==> src/hw/rtl/fsd_pkg.sv <==
package fsd_pkg;

    localparam logic [2:0] REQ_LOAD_PLAIN = 3'd0;
    localparam logic [2:0] REQ_LOAD_KEY1  = 3'd1;
    localparam logic [2:0] REQ_LOAD_KEY2  = 3'd2;
    localparam logic [2:0] REQ_DECRYPT    = 3'd3;
    localparam logic [2:0] REQ_CLEAR      = 3'd4;

    typedef enum logic [2:0] {
        OP_PLAIN,
        OP_KEY1,
        OP_KEY2,
        OP_DECRYPT,
        OP_CLEAR
    } t_op;

    typedef struct packed {
        t_op        op;
        logic [4:0] pos;
        logic [7:0] letter;
        logic [7:0] c1;
        logic [7:0] c2;
    } t_cmd;

    typedef struct packed {
        logic valid;
        t_cmd cmd;
    } t_head;

endpackage

==> src/hw/rtl/fsd_front.sv <==
module fsd_front #(
    parameter int SQUARE_SIDE = 5
) (
    input  logic          i_clk,
    input  logic          i_rst_n,
    input  logic          i_push,
    output logic          o_full,
    input  logic [2:0]    i_req_type,
    input  logic [4:0]    i_square_position,
    input  logic [7:0]    i_entry_letter,
    input  logic [7:0]    i_cipher_first,
    input  logic [7:0]    i_cipher_second,
    output fsd_pkg::t_head o_head,
    input  logic          i_take
);
    import fsd_pkg::*;

    localparam int CELLS = SQUARE_SIDE * SQUARE_SIDE;

    t_cmd       cls_cmd;
    logic       keep;
    logic       pos_ok;
    logic       wr;
    t_cmd       r_slot [2];
    logic       r_wr_ptr;
    logic       r_rd_ptr;
    logic [1:0] r_count;
    logic [1:0] n_count;

    always_comb begin
        pos_ok         = int'(i_square_position) < CELLS;
        cls_cmd.pos    = i_square_position;
        cls_cmd.letter = i_entry_letter;
        cls_cmd.c1     = i_cipher_first;
        cls_cmd.c2     = i_cipher_second;
        cls_cmd.op     = OP_CLEAR;
        keep           = 1'b0;
        unique case (i_req_type)
            REQ_LOAD_PLAIN: begin
                cls_cmd.op = OP_PLAIN;
                keep       = pos_ok;
            end
            REQ_LOAD_KEY1: begin
                cls_cmd.op = OP_KEY1;
                keep       = pos_ok;
            end
            REQ_LOAD_KEY2: begin
                cls_cmd.op = OP_KEY2;
                keep       = pos_ok;
            end
            REQ_DECRYPT: begin
                cls_cmd.op = OP_DECRYPT;
                keep       = 1'b1;
            end
            REQ_CLEAR: begin
                cls_cmd.op = OP_CLEAR;
                keep       = 1'b1;
            end
            default: begin
                keep = 1'b0;
            end
        endcase
    end

    assign o_full = (r_count == 2'd2);
    assign wr     = i_push && !o_full && keep;

    always_comb begin
        unique case ({wr, i_take})
            2'b10:   n_count = r_count + 2'd1;
            2'b01:   n_count = r_count - 2'd1;
            default: n_count = r_count;
        endcase
    end

    always_ff @(posedge i_clk) begin
        if (!i_rst_n) begin
            r_wr_ptr <= 1'b0;
            r_rd_ptr <= 1'b0;
            r_count  <= 2'd0;
        end else begin
            if (wr) begin
                r_wr_ptr <= !r_wr_ptr;
            end
            if (i_take) begin
                r_rd_ptr <= !r_rd_ptr;
            end
            r_count <= n_count;
        end
    end

    always_ff @(posedge i_clk) begin
        if (wr) begin
            r_slot[r_wr_ptr] <= cls_cmd;
        end
    end

    assign o_head.valid = (r_count != 2'd0);
    assign o_head.cmd   = r_slot[r_rd_ptr];

endmodule

==> src/hw/rtl/fsd_back.sv <==
module fsd_back #(
    parameter int SQUARE_SIDE = 5
) (
    input  logic           i_clk,
    input  logic           i_rst_n,
    input  fsd_pkg::t_head i_head,
    output logic           o_take,
    input  logic           i_pop,
    output logic           o_empty,
    output logic [7:0]     o_plain_first,
    output logic [7:0]     o_plain_second,
    output logic           o_letter_missing
);
    import fsd_pkg::*;

    localparam int CELLS = SQUARE_SIDE * SQUARE_SIDE;
    localparam int RB    = $clog2(SQUARE_SIDE);
    localparam int IW    = $clog2(CELLS);
    localparam int PW    = 2 * RB;

    typedef enum logic [3:0] {
        ST_IDLE  = 4'b0001,
        ST_KEY   = 4'b0010,
        ST_MAP   = 4'b0100,
        ST_PLAIN = 4'b1000
    } t_state;

    t_state        r_state;
    t_state        n_state;
    t_cmd          r_cmd;
    logic [255:0]  r_known1;
    logic [255:0]  r_known2;
    logic [PW-1:0] r_place1 [256];
    logic [PW-1:0] r_place2 [256];
    logic [PW-1:0] r_p1_q;
    logic [PW-1:0] r_p2_q;
    logic [7:0]    r_plain [CELLS];
    logic [7:0]    r_pl1_q;
    logic [7:0]    r_pl2_q;
    logic          r_out_valid;
    logic [7:0]    r_out_first;
    logic [7:0]    r_out_second;
    logic          r_out_missing;

    logic          out_ready;
    logic          rd1_en;
    logic          rd2_en;
    logic [7:0]    rd1_addr;
    logic [7:0]    rd2_addr;
    logic          is_key1;
    logic          cur_known;
    logic [PW-1:0] old_place;
    logic [PW-1:0] new_place;
    logic          upd;
    logic          we1;
    logic          we2;
    logic          miss;
    logic [RB-1:0] a_row;
    logic [RB-1:0] a_col;
    logic [RB-1:0] b_row;
    logic [RB-1:0] b_col;
    logic [IW-1:0] idx1;
    logic [IW-1:0] idx2;
    logic          pl_rd;
    logic          pl_we;
    logic          clr;
    logic          out_we;

    function automatic logic [RB-1:0] row_of(input logic [4:0] p);
        logic [RB-1:0] r;
        r = '0;
        for (int k = 1; k < SQUARE_SIDE; k++) begin
            if (int'(p) >= k * SQUARE_SIDE) begin
                r = RB'(k);
            end
        end
        return r;
    endfunction

    function automatic logic [RB-1:0] col_of(input logic [4:0] p);
        logic [4:0] c;
        c = p - 5'(int'(row_of(p)) * SQUARE_SIDE);
        return c[RB-1:0];
    endfunction

    assign out_ready = !r_out_valid || i_pop;
    assign o_take    = (r_state == ST_IDLE) && i_head.valid;

    assign rd1_en   = o_take && (i_head.cmd.op == OP_KEY1 || i_head.cmd.op == OP_DECRYPT);
    assign rd2_en   = o_take && (i_head.cmd.op == OP_KEY2 || i_head.cmd.op == OP_DECRYPT);
    assign rd1_addr = (i_head.cmd.op == OP_DECRYPT) ? i_head.cmd.c1 : i_head.cmd.letter;
    assign rd2_addr = (i_head.cmd.op == OP_DECRYPT) ? i_head.cmd.c2 : i_head.cmd.letter;
    assign pl_we    = o_take && (i_head.cmd.op == OP_PLAIN);
    assign clr      = o_take && (i_head.cmd.op == OP_CLEAR);

    assign is_key1   = (r_cmd.op == OP_KEY1);
    assign cur_known = is_key1 ? r_known1[r_cmd.letter] : r_known2[r_cmd.letter];
    assign old_place = is_key1 ? r_p1_q : r_p2_q;
    assign new_place = {row_of(r_cmd.pos), col_of(r_cmd.pos)};
    assign upd       = (r_state == ST_KEY) && (!cur_known || new_place < old_place);
    assign we1       = upd && is_key1;
    assign we2       = upd && !is_key1;

    assign miss  = !r_known1[r_cmd.c1] || !r_known2[r_cmd.c2];
    assign a_row = r_p1_q[PW-1:RB];
    assign a_col = r_p1_q[RB-1:0];
    assign b_row = r_p2_q[PW-1:RB];
    assign b_col = r_p2_q[RB-1:0];
    assign idx1  = IW'(int'(a_row) * SQUARE_SIDE + int'(b_col));
    assign idx2  = IW'(int'(b_row) * SQUARE_SIDE + int'(a_col));
    assign pl_rd = (r_state == ST_MAP) && !miss;

    assign out_we = ((r_state == ST_MAP) && miss && out_ready)
                 || ((r_state == ST_PLAIN) && out_ready);

    always_comb begin
        n_state = r_state;
        unique case (r_state)
            ST_IDLE: begin
                if (o_take) begin
                    if (i_head.cmd.op == OP_KEY1 || i_head.cmd.op == OP_KEY2) begin
                        n_state = ST_KEY;
                    end else if (i_head.cmd.op == OP_DECRYPT) begin
                        n_state = ST_MAP;
                    end
                end
            end
            ST_KEY: begin
                n_state = ST_IDLE;
            end
            ST_MAP: begin
                if (!miss) begin
                    n_state = ST_PLAIN;
                end else if (out_ready) begin
                    n_state = ST_IDLE;
                end
            end
            ST_PLAIN: begin
                if (out_ready) begin
                    n_state = ST_IDLE;
                end
            end
            default: begin
                n_state = ST_IDLE;
            end
        endcase
    end

    always_ff @(posedge i_clk) begin
        if (!i_rst_n) begin
            r_state     <= ST_IDLE;
            r_known1    <= '0;
            r_known2    <= '0;
            r_out_valid <= 1'b0;
        end else begin
            r_state <= n_state;
            if (clr) begin
                r_known1 <= '0;
                r_known2 <= '0;
            end else begin
                if (we1) begin
                    r_known1[r_cmd.letter] <= 1'b1;
                end
                if (we2) begin
                    r_known2[r_cmd.letter] <= 1'b1;
                end
            end
            if (out_we) begin
                r_out_valid <= 1'b1;
            end else if (i_pop) begin
                r_out_valid <= 1'b0;
            end
        end
    end

    always_ff @(posedge i_clk) begin
        if (o_take) begin
            r_cmd <= i_head.cmd;
        end
    end

    always_ff @(posedge i_clk) begin
        if (we1) begin
            r_place1[r_cmd.letter] <= new_place;
        end
        if (rd1_en) begin
            r_p1_q <= r_place1[rd1_addr];
        end
    end

    always_ff @(posedge i_clk) begin
        if (we2) begin
            r_place2[r_cmd.letter] <= new_place;
        end
        if (rd2_en) begin
            r_p2_q <= r_place2[rd2_addr];
        end
    end

    always_ff @(posedge i_clk) begin
        if (pl_we) begin
            r_plain[IW'(i_head.cmd.pos)] <= i_head.cmd.letter;
        end
        if (pl_rd) begin
            r_pl1_q <= r_plain[idx1];
            r_pl2_q <= r_plain[idx2];
        end
    end

    always_ff @(posedge i_clk) begin
        if (out_we) begin
            if (r_state == ST_MAP) begin
                r_out_first   <= r_cmd.c1;
                r_out_second  <= r_cmd.c2;
                r_out_missing <= 1'b1;
            end else begin
                r_out_first   <= r_pl1_q;
                r_out_second  <= r_pl2_q;
                r_out_missing <= 1'b0;
            end
        end
    end

    assign o_empty          = !r_out_valid;
    assign o_plain_first    = r_out_first;
    assign o_plain_second   = r_out_second;
    assign o_letter_missing = r_out_missing;

endmodule

==> src/hw/rtl/four_square_digram_decrypt.sv <==
// Four-square digram decryption with loadable plain and keyed squares.
// Requests enter through a queue-style port: a word is taken at a rising
// edge where push is high and full is low. The request type selects a plain
// square load, a key one or key two load, a digram decrypt or a map clear.
// Loads and clears give no result; a decrypt gives exactly one result word.
// Results leave through a second queue-style port: the oldest result is
// shown while empty is low and is taken at an edge where pop is high.
// A two-word request queue parts the front from the execution sequencer.
// The sequencer handles a plain load or a clear as it takes the request, a
// key load as a read, then a compare and write of the letter map, and a
// decrypt as a map read, then a plain square read unless a letter is
// missing. A decrypt result is registered once the result port is free.
// Synchronous reset empties both queues and clears the letter known bits;
// the squares keep their contents until rewritten.
// When the receiver does not pop, the result is held, a later decrypt waits,
// and full rises once two more requests are queued behind it.
module four_square_digram_decrypt #(
    parameter int SQUARE_SIDE = 5
) (
    input  logic       i_clk,
    input  logic       i_rst_n,
    input  logic       push,
    output logic       full,
    input  logic [2:0] i_req_type,
    input  logic [4:0] i_square_position,
    input  logic [7:0] i_entry_letter,
    input  logic [7:0] i_cipher_first,
    input  logic [7:0] i_cipher_second,
    output logic       empty,
    input  logic       pop,
    output logic [7:0] o_plain_first,
    output logic [7:0] o_plain_second,
    output logic       o_letter_missing
);
    import fsd_pkg::*;

    t_head head;
    logic  take;

    fsd_front #(
        .SQUARE_SIDE(SQUARE_SIDE)
    ) u_front (
        .i_clk            (i_clk),
        .i_rst_n          (i_rst_n),
        .i_push           (push),
        .o_full           (full),
        .i_req_type       (i_req_type),
        .i_square_position(i_square_position),
        .i_entry_letter   (i_entry_letter),
        .i_cipher_first   (i_cipher_first),
        .i_cipher_second  (i_cipher_second),
        .o_head           (head),
        .i_take           (take)
    );

    fsd_back #(
        .SQUARE_SIDE(SQUARE_SIDE)
    ) u_back (
        .i_clk           (i_clk),
        .i_rst_n         (i_rst_n),
        .i_head          (head),
        .o_take          (take),
        .i_pop           (pop),
        .o_empty         (empty),
        .o_plain_first   (o_plain_first),
        .o_plain_second  (o_plain_second),
        .o_letter_missing(o_letter_missing)
    );

endmodule

==> config.mk <==
export PLATFORM = sky130hd
export DESIGN_NAME = four_square_digram_decrypt
export DESIGN_NICKNAME = d
export VERILOG_FILES = /design/src/hw/rtl/fsd_pkg.sv /design/src/hw/rtl/fsd_front.sv /design/src/hw/rtl/fsd_back.sv /design/src/hw/rtl/four_square_digram_decrypt.sv
export SDC_FILE = /design/constraint.sdc
export NUM_CORES = 2
export LEC_CHECK = 0
export ABC_CLOCK_PERIOD_IN_PS = 42400
export BUFFER_PORTS_ARGS = -buffer_cell sky130_fd_sc_hd__clkbuf_2
export CORE_ASPECT_RATIO = 1.2
export CORE_UTILIZATION = 55
export DETAILED_ROUTE_END_ITERATION = 10
export PLACE_DENSITY = 0.73
export SETUP_SLACK_MARGIN = 0.02
export SYNTH_ARGS = -nofsm -noshare
export SYNTH_HDL_FRONTEND = slang
export SYNTH_SLANG_ARGS = --single-unit
==> constraint.sdc <==
create_clock -name i_clk -period 42.4 [get_ports i_clk]
set_clock_uncertainty 0.05 [all_clocks]
set_input_delay 4.24 -clock i_clk [delete_from_list [all_inputs] [get_ports i_clk]]
set_output_delay 4.24 -clock i_clk [all_outputs]
set_load 0.02 [all_outputs]
== Word level (Yosys, flattened, before mapping) ==
Memories as Yosys holds them, arrays and structs flattened. A register that Yosys moved wholly into a read port is not among the register bits.
Cells that the tools add are included.

* Flip-flop bits (word level): 570
* Memory bits (writable): 3,336
* Output and inout port bits: 19
* Memories: 4

* Add/subtract/negate cells: 5
* $mul: 3
* Magnitude comparators: 10
* Equal/unequal tests: 18
* Muxes and demuxes: 42
* Bitwise logic cells: 3
* Reductions and logical operators: 40

{| class="wikitable"
|+ Memories
! name !! words !! bits a word !! rd ports !! clocked after Yosys merged registers in !! wr ports !! line !! RTL
|-
| u_back.r_place1 || 256 || 6 || 1 || 1 || 1 || fsd_back.sv:33 || <nowiki>logic [PW-1:0] r_place1 [256];</nowiki>
|-
| u_back.r_place2 || 256 || 6 || 1 || 1 || 1 || fsd_back.sv:34 || <nowiki>logic [PW-1:0] r_place2 [256];</nowiki>
|-
| u_back.r_plain || 25 || 8 || 2 || 2 || 1 || fsd_back.sv:37 || <nowiki>logic [7:0] r_plain [CELLS];</nowiki>
|-
| u_front.r_slot || 2 || 32 || 1 || 1 || 1 || fsd_front.sv:24 || <nowiki>t_cmd r_slot [2];</nowiki>
|}

{| class="wikitable"
|+ Operators with widths
! cell !! number
|-
| $or A256 B256 Y256 || 2
|-
| $bmux W1 S8 || 4
|-
| $mux W8 || 4
|-
| $lt A8 B9 Y1 const B || 3
|-
| $mux W1 || 20
|-
| $mux W4 || 5
|-
| $logic_and A1 B1 Y1 || 15
|-
| $eq A3 B2 Y1 const B || 4
|-
| $pmux W3 S4 || 1
|-
| $pmux W4 S3 || 1
|-
| $add A5 B4 Y5 || 2
|-
| $ge A5 B4 Y1 const B || 2
|-
| $mul A3 B3 Y5 const B || 2
|-
| $eq A3 B1 Y1 const B || 3
|-
| $logic_not A1 Y1 || 9
|-
| $demux W1 S8 || 1
|-
| $ge A8 B1 Y1 const B || 1
|-
| $logic_or A1 B1 Y1 || 7
|-
| $eq A3 B3 Y1 const B || 2
|-
| $logic_not A3 Y1 || 2
|-
| $lt A6 B6 Y1 || 1
|-
| $mux W6 || 1
|-
| $reduce_bool A2 Y1 || 3
|-
| $ge A5 B3 Y1 const B || 1
|-
| 22 further kinds || 25
|}

== Logic depth before layout (Yosys ltp) ==
* Word-level depth: 13
* Depth in mapped cells: 19

== Modules after synthesis ==
From an unflattened synthesis, not the netlist that was laid out.

* Cells, all modules: 11,403
* Area, all modules: 170,881.4 um2

{| class="wikitable"
|+ Modules (own cells, without submodules)
! module !! instances !! cells an instance !! area each (um2) !! seq. area each (um2)
|-
| fsd_back || 1 || 11,271 || 168,303.9 || 110,916.4
|-
| fsd_front || 1 || 132 || 2,577.5 || 2,021.9
|}

== Worst setup path after synthesis ==
OpenSTA, ideal clock, no wires.

* Path type: register -> register
* Start: register u_back.r_cmd[28] (netlist bit)
* End: memory u_back.r_place1[47][0] (netlist bit), enable pin
* Setup time: 389 ps
* Arrival time: 42,596 ps
* Data required time: 41,961 ps
* Slack: -636 ps
* Cell stages (with the launch flop): 15
* Buffers on the path: 1
* Cell sequence: edfxtp_1 nor2_1 mux2i_1 o21ai_0 o21ai_0 fa_1 xnor2_1 ha_1 o21ai_0 a21oi_1 or3_1 a21oi_1 a211oi_2 buf_2 nor4_1

* Cells in the longest elaborated chain, start to end: 13
* Elaborated cells on any way between the ends: 16
* Classes of those cells: add/sub (1); mul (1); order compare (5); mux (6); reduce/logical (3)

{| class="wikitable"
|+ RTL lines
! what !! line !! RTL
|-
| from (decl) || fsd_back.sv:30 || <nowiki>t_cmd r_cmd;</nowiki>
|-
| from (signal assigned) || fsd_back.sv:178 || <nowiki>r_cmd <= i_head.cmd;</nowiki>
|-
| $ge A5 B3 Y1 || fsd_back.sv:73 || <nowiki>if (int'(p) >= k * SQUARE_SIDE) begin</nowiki>
|-
| $mux W1 || fsd_back.sv:73 ||
|-
| $mux W2 (2 in series) || fsd_back.sv:73 ||
|-
| $mux W3 (*) || fsd_back.sv:73 ||
|-
| net u_back.new_place[3] || fsd_back.sv:53 || <nowiki>logic [PW-1:0] new_place;</nowiki>
|-
| $mul A3 B3 Y3 (*) || fsd_back.sv:82 || <nowiki>c = p - 5'(int'(row_of(p)) * SQUARE_SIDE);</nowiki>
|-
| $sub A3 B3 Y3 (*) || fsd_back.sv:82 ||
|-
| net u_back.new_place[2] || fsd_back.sv:53 ||
|-
| $lt A6 B6 Y1 (*) || fsd_back.sv:100 || <nowiki>assign upd = (r_state == ST_KEY) && (!cur_known || new_place < old_place);</nowiki>
|-
| $logic_or A1 B1 Y1 (*) || fsd_back.sv:100 ||
|-
| $logic_and A1 B1 Y1 (*) || fsd_back.sv:100 ||
|-
| $logic_and A1 B1 Y1 (*) || fsd_back.sv:101 || <nowiki>assign we1 = upd && is_key1;</nowiki>
|-
| $mux W1 (*) || fsd_back.sv:183 || <nowiki>if (we1) begin</nowiki>
|-
| $mux W1 (not written as such) (*) || fsd_back.sv:184 || <nowiki>r_place1[r_cmd.letter] <= new_place;</nowiki>
|-
| to (decl) || fsd_back.sv:33 ||
|}

Mark *: on every way through the listed nets, which the timed path passes. The rest lies on a longest branch.

== Final worst setup path ==
* Start: register u_back.r_cmd[28] (netlist bit)
* End: register u_back.r_known1[244]

* Cells in the longest elaborated chain, start to end: 11
* Elaborated cells on any way between the ends: 14
* Classes of those cells: add/sub (1); mul (1); order compare (5); mux (4); reduce/logical (3)

{| class="wikitable"
|+ RTL lines
! what !! line !! RTL
|-
| $ge A5 B3 Y1 || fsd_back.sv:73 ||
|-
| $mux W1 || fsd_back.sv:73 ||
|-
| $mux W2 (2 in series) || fsd_back.sv:73 ||
|-
| $mux W3 (*) || fsd_back.sv:73 ||
|-
| net u_back.new_place[3] || fsd_back.sv:53 ||
|-
| $mul A3 B3 Y3 (*) || fsd_back.sv:82 ||
|-
| $sub A3 B3 Y3 (*) || fsd_back.sv:82 ||
|-
| net u_back.new_place[2] || fsd_back.sv:53 ||
|-
| $lt A6 B6 Y1 (*) || fsd_back.sv:100 ||
|-
| $logic_or A1 B1 Y1 (*) || fsd_back.sv:100 ||
|-
| $logic_and A1 B1 Y1 (*) || fsd_back.sv:100 ||
|-
| $logic_and A1 B1 Y1 (*) || fsd_back.sv:101 ||
|-
| to (signal assigned) || fsd_back.sv:152 || <nowiki>r_known1 <= '0;</nowiki>
|-
| to (signal assigned) || fsd_back.sv:158 || <nowiki>r_known1 <= '0;</nowiki>
|-
| to (signal, indexed assignment) || fsd_back.sv:162 || <nowiki>r_known1[r_cmd.letter] <= 1'b1;</nowiki>
|-
| to (decl) || fsd_back.sv:31 || <nowiki>logic [255:0] r_known1;</nowiki>
|}

Marks and branches as above.
A chain may end at the register's enable or synchronous reset.

==> parameters.txt <==
Parameter                              Value

Status
  Status    finished, violations left
  Failing checks    max-capacitance violations, max-slew violations

Synth
  Post-synth EDFFs    about 3400
  Mux share of post-synthesis cell area    between 10% and 20%
  Library cells used by synthesis    87
  Synthesized net count    10800
  Area share of fa/ha/maj cells after synthesis    less than 1%
  Average cell area after synthesis    between 15 and 20 um^2
  Warning count from the yosys run    0
  Main combinational cell family by area after synthesis    multiplexers
  Gate count of the mapped netlist    10700
  Simple-gate portion of the synthesized area    slightly below 9%
  Part of the Yosys area used for sequential elements    approximately 70%
  Dominant register cell in the synthesized netlist    sky130_fd_sc_hd__edfxtp_1
  Post-synthesis compound-gate area fraction    7.88%
  Synthesized flop and latch total    about 4000
  Xor/xnor share of the synthesized area    less than 1%
  Asr flop ratio synth    0%
  Mapped Area    about 160000 um^2

Place
  Placer congestion estimate    0.955
  HPWL after detailed placement    approximately 300000 um
  Post-detailed-placement cell area    around 170000 um^2
  Worst-case setup slack after placement    32.84 ns
  PortBufs    54

CTS
  Clock sink total    approximately 3900
  Maximum clock insertion buffer count    4
  Clock-pin slew on the worst setup and hold paths    roughly 0.06 ns
  Number of H-tree branching levels    5
  Cts bufs inserted    ~380
  Total of cells resized after clock tree synthesis    0
  Setup Fix Bufs, Post-CTS    0
  Hold buffers post-CTS    0
  CTS tree    built
  Skew-Pair Late Insertion Delay    between 0.9 and 1 ns
  Clk Tree Root Cell    sky130_fd_sc_hd__clkbuf_16

Pwr
  Total power    around 13 mW
  Switching Power    ~4.6 mW
  Internal Power    between 8 and 9 mW
  Combinational Power Share    a little under a third
  Switching part of the total power    between 30 and 40%
  Clock group share of total power    between 20% and 30%
  Power density normalized to cell area    just over 70 nW/um^2
  Leakage power of the design    58.4 nW
  Fraction of power consumed by sequential logic    between 40 and 50%
  Worst-case vdd ir drop    0.000279 V

Final layout
  Fill cell count    roughly 21000
  Final Util    around three fifths
  Synthesis-to-finish area growth    10.4%
  Final layout net count    between 10000 and 15000
  Area used by multi-input combinational logic    between 40000 and 50000 um^2
  Footprint of the flip-flops and latches    113000 um^2
  Fraction of final layout cells with drive strength greater than 1    about 14%
  Post-route cell area    178000 um^2

Job
  Max Cap Viol    3

Floorplan
  Site row count    217
  I/O pin count    between 50 and 60
  Die ar.    just under 300000 um^2
  Height of the chip    slightly below 600 um
  Placeable Area    about 300000 um^2
  Starting Density    55.4%
  DIE WIDTH    about 500 um

Route
  Total wire length after detailed routing    495000 um
  Average wire per cell in the routed design    ~33 um
  Vias per std cell    6.95
  Drt pass-1 iters    10
  Vias after detailed routing    about 100k
  Number of nets still failing antenna checks after routing    0
  Initial DRC Count    14900
  DRC violation count after routing    0

Global routing
  First-pass GRT wire length    approximately 700000 um
  GR met3 Demand/Resource    under 10%
  Met1 layer usage reported by global route    40.0%
  Number of global-route vias before repair    101000
  Number of antenna violations at the first check in global routing    25
  Fraction of met2 tracks used by global routing    roughly half
  Global route overflow    0
  Global routing usage summed across all routing layers    32.9%
  Most congested layer reported by global routing    met2
  Largest net degree at the start of global routing    roughly 210

Setup path
  Highest net fanout along the worst path    between 200 and 250
  Endpoint kind of the worst setup timing path    flop
  Crit path kind    flop to flop
  Required time of the worst setup path    43.16 ns
  Launching element type of the critical path    flop
  Critical path data arrival time    a little over 10 ns
  Worst R2R Setup Slack    roughly 33 ns

Timing
  Total count of max-transition violations in the final report    8
  Final setup violating endpoints    0
  Unrepaired setup endpoints after global routing    false
  Final worst-path cycle share    between 20 and 25%
  Max-slew headroom    -8.81%
  Fin Setup TNS    0 ns
  Smallest setup slack after layout    32.81 ns
  Fmax achieved    ~100 MHz
  Minimum period implied by the final worst setup slack    9.59 ns
  Final hold vios    0
  Transition time at the pin with the least slew margin    1.62 ns

Hold path
  Hold/Removal Path Class    flop to flop
-- registers in the layout (all words and copies together) (netlist names), named ones only --
signal / count
u_back.r_place1: 1536
u_back.r_place2: 1536
u_back.r_known1: 256
u_back.r_known2: 256
u_back.r_plain: 200
u_front.r_slot: 64
u_back.r_cmd: 32
u_back.o_plain_first: 8
u_back.o_plain_second: 8
u_back.r_pl1_q: 8
u_back.r_pl2_q: 8
u_back.r_p1_q: 6
u_back.r_p2_q: 6
u_back.r_state: 4
u_front.r_count: 2
u_back.o_letter_missing: 1
u_back.r_out_valid: 1
u_front.r_rd_ptr: 1
u_front.r_wr_ptr: 1
-- Yosys cell counts, drive strengths merged (12+ instances only) --
| library cell | instances | area [um^2] |
|---|---|---|
| a2111oi | 50 | 439 |
| a211oi | 140 | 1060 |
| a21oi | 57 | 289 |
| a221oi | 18 | 158 |
| a222oi | 24 | 240 |
| a22o | 36 | 315 |
| a22oi | 85 | 638 |
| a311oi | 14 | 123 |
| a31o | 27 | 236 |
| a31oi | 265 | 1660 |
| a32oi | 184 | 1610 |
| and3 | 190 | 1190 |
| buf | 400 | 2480 |
| clkbuf | 386 | 1450 |
| dfxtp | 522 | 10500 |
| edfxtp | 3413 | 102000 |
| ha | 23 | 288 |
| inv | 32 | 120 |
| mux2 | 41 | 462 |
| mux2i | 564 | 5650 |
| mux4 | 497 | 11200 |
| nand2 | 1694 | 6370 |
| nand3 | 380 | 1900 |
| nand4 | 63 | 394 |
| nor2 | 141 | 529 |
| nor2b | 19 | 119 |
| nor3 | 508 | 2550 |
| nor4 | 45 | 447 |
| o21a | 514 | 3860 |
| o21ai | 92 | 460 |
| o221ai | 20 | 175 |
| o22a | 12 | 105 |
| o22ai | 96 | 619 |
| o32ai | 15 | 146 |
| xnor2 | 12 | 105 |
-- per-layer routing --
metal	part of all wire, %	vias to the layer above
met1	33	51500
met4	8.7	26
met2	46	7614
met3	12	1797
met5	0.036	-
li1	-	42000
-- critical path, cell delays in order, from the launching register on --
cell and delay [ns]:
sky130_fd_sc_hd__edfxtp_1 0.49, sky130_fd_sc_hd__nor2_1 0.13, sky130_fd_sc_hd__mux2i_1 0.11, sky130_fd_sc_hd__o21ai_4 1.02, sky130_fd_sc_hd__buf_4 0.98, sky130_fd_sc_hd__buf_12 0.73, sky130_fd_sc_hd__o21ai_0 0.25, sky130_fd_sc_hd__fa_4 0.54
sky130_fd_sc_hd__xnor2_2 0.26, sky130_fd_sc_hd__buf_12 0.69, sky130_fd_sc_hd__ha_1 0.33, sky130_fd_sc_hd__o21ai_0 0.11, sky130_fd_sc_hd__a21oi_1 0.16, sky130_fd_sc_hd__or3_1 0.14, sky130_fd_sc_hd__a21oi_1 0.10, sky130_fd_sc_hd__a211oi_4 0.30
sky130_fd_sc_hd__buf_12 0.59, sky130_fd_sc_hd__buf_4 1.13, sky130_fd_sc_hd__nor3_1 0.44, sky130_fd_sc_hd__o21a_1 0.30
-- power groups by stage --
| stage | combinational (mW) | clock (mW) | sequential [mW] |
|---|---|---|---|
| 2_1_floorplan | 2.04 | 0 | 6.43 |
| 6_report | 3.94 | 3.46 | 5.51 |
| 4_1_cts | 3.86 | 3.46 | 5.50 |
| 5_1_grt | 4.03 | 3.60 | 5.51 |
| 3_5_place_dp | 3.85 | 0 | 5.58 |
| 3_3_place_gp | 3.80 | 0 | 5.58 |
-- kinds of logic (layout without fill, tap and decap cells) --
family / count (synthesis) / in the layout
xor+xnor: 14 / 14
simple gates: 3119 / 3119
flops: 3935 / 3935
other cells: 0 / 18
compound gates: 1716 / 1716
buf+inv: 818 / 1051
mux: 1102 / 1102
fa+ha+maj: 26 / 26
-- layout make-up --
cell class	count	share of cell area (%)
Timing Repair Buffer	326	1.44
Sequential cell	3935	63.3
Antenna cell	18	0.0253
Multi-Input combinational cell	5977	25.4
Inverter	32	0.0716
Clock buffer	516	5.88
Clock inverter	177	1.19
Tap cell	3832	2.69
-- cells in the final DEF (no fill, tap or decap), types with 31 or more instances in the layout --
cell type,instances
sky130_fd_sc_hd__a2111oi_0,35
sky130_fd_sc_hd__a211oi_1,139
sky130_fd_sc_hd__a21oi_1,53
sky130_fd_sc_hd__a22o_1,36
sky130_fd_sc_hd__a22oi_1,85
sky130_fd_sc_hd__a31oi_1,263
sky130_fd_sc_hd__a32oi_1,184
sky130_fd_sc_hd__and3_1,190
sky130_fd_sc_hd__buf_4,251
sky130_fd_sc_hd__bufinv_16,41
sky130_fd_sc_hd__clkbuf_1,91
sky130_fd_sc_hd__clkbuf_16,382
sky130_fd_sc_hd__clkbuf_2,54
sky130_fd_sc_hd__clkbuf_8,43
sky130_fd_sc_hd__clkinv_1,33
sky130_fd_sc_hd__clkinv_2,63
sky130_fd_sc_hd__dfxtp_1,521
sky130_fd_sc_hd__edfxtp_1,3413
sky130_fd_sc_hd__inv_1,31
sky130_fd_sc_hd__mux2_2,41
sky130_fd_sc_hd__mux2i_1,563
sky130_fd_sc_hd__mux4_2,497
sky130_fd_sc_hd__nand2_1,1686
sky130_fd_sc_hd__nand3_1,378
sky130_fd_sc_hd__nand4_1,63
sky130_fd_sc_hd__nor2_1,132
sky130_fd_sc_hd__nor3_1,505
sky130_fd_sc_hd__o21a_1,512
sky130_fd_sc_hd__o21ai_0,77
sky130_fd_sc_hd__o22ai_1,90
-- metrics by stage --
| stage | hold WS (ns) | instances |
|---|---|---|
| 2_1_floorplan | 0.388 | 10700 |
| 3_3_place_gp | 0.408 | 14100 |
| 3_5_place_dp | 0.419 | 14100 |
| 4_1_cts | 0.434 | 14800 |
| 5_1_grt | 0.455 | 14800 |
| 6_report | 0.435 | 14800 |
-- final timing paths --
kind / startpoint / end / cells past startpoint
setup / recovery: u_back.r_cmd[28] / u_back.r_known1[244] / 19
hold / removal: u_back.r_known1[142] / u_back.r_known1[142] / 1
setup reg to reg: u_back.r_cmd[28] / u_back.r_known1[244] / 19
hold reg to reg: u_back.r_known1[142] / u_back.r_known1[142] / 1
Power figures use the tool's default switching activity.
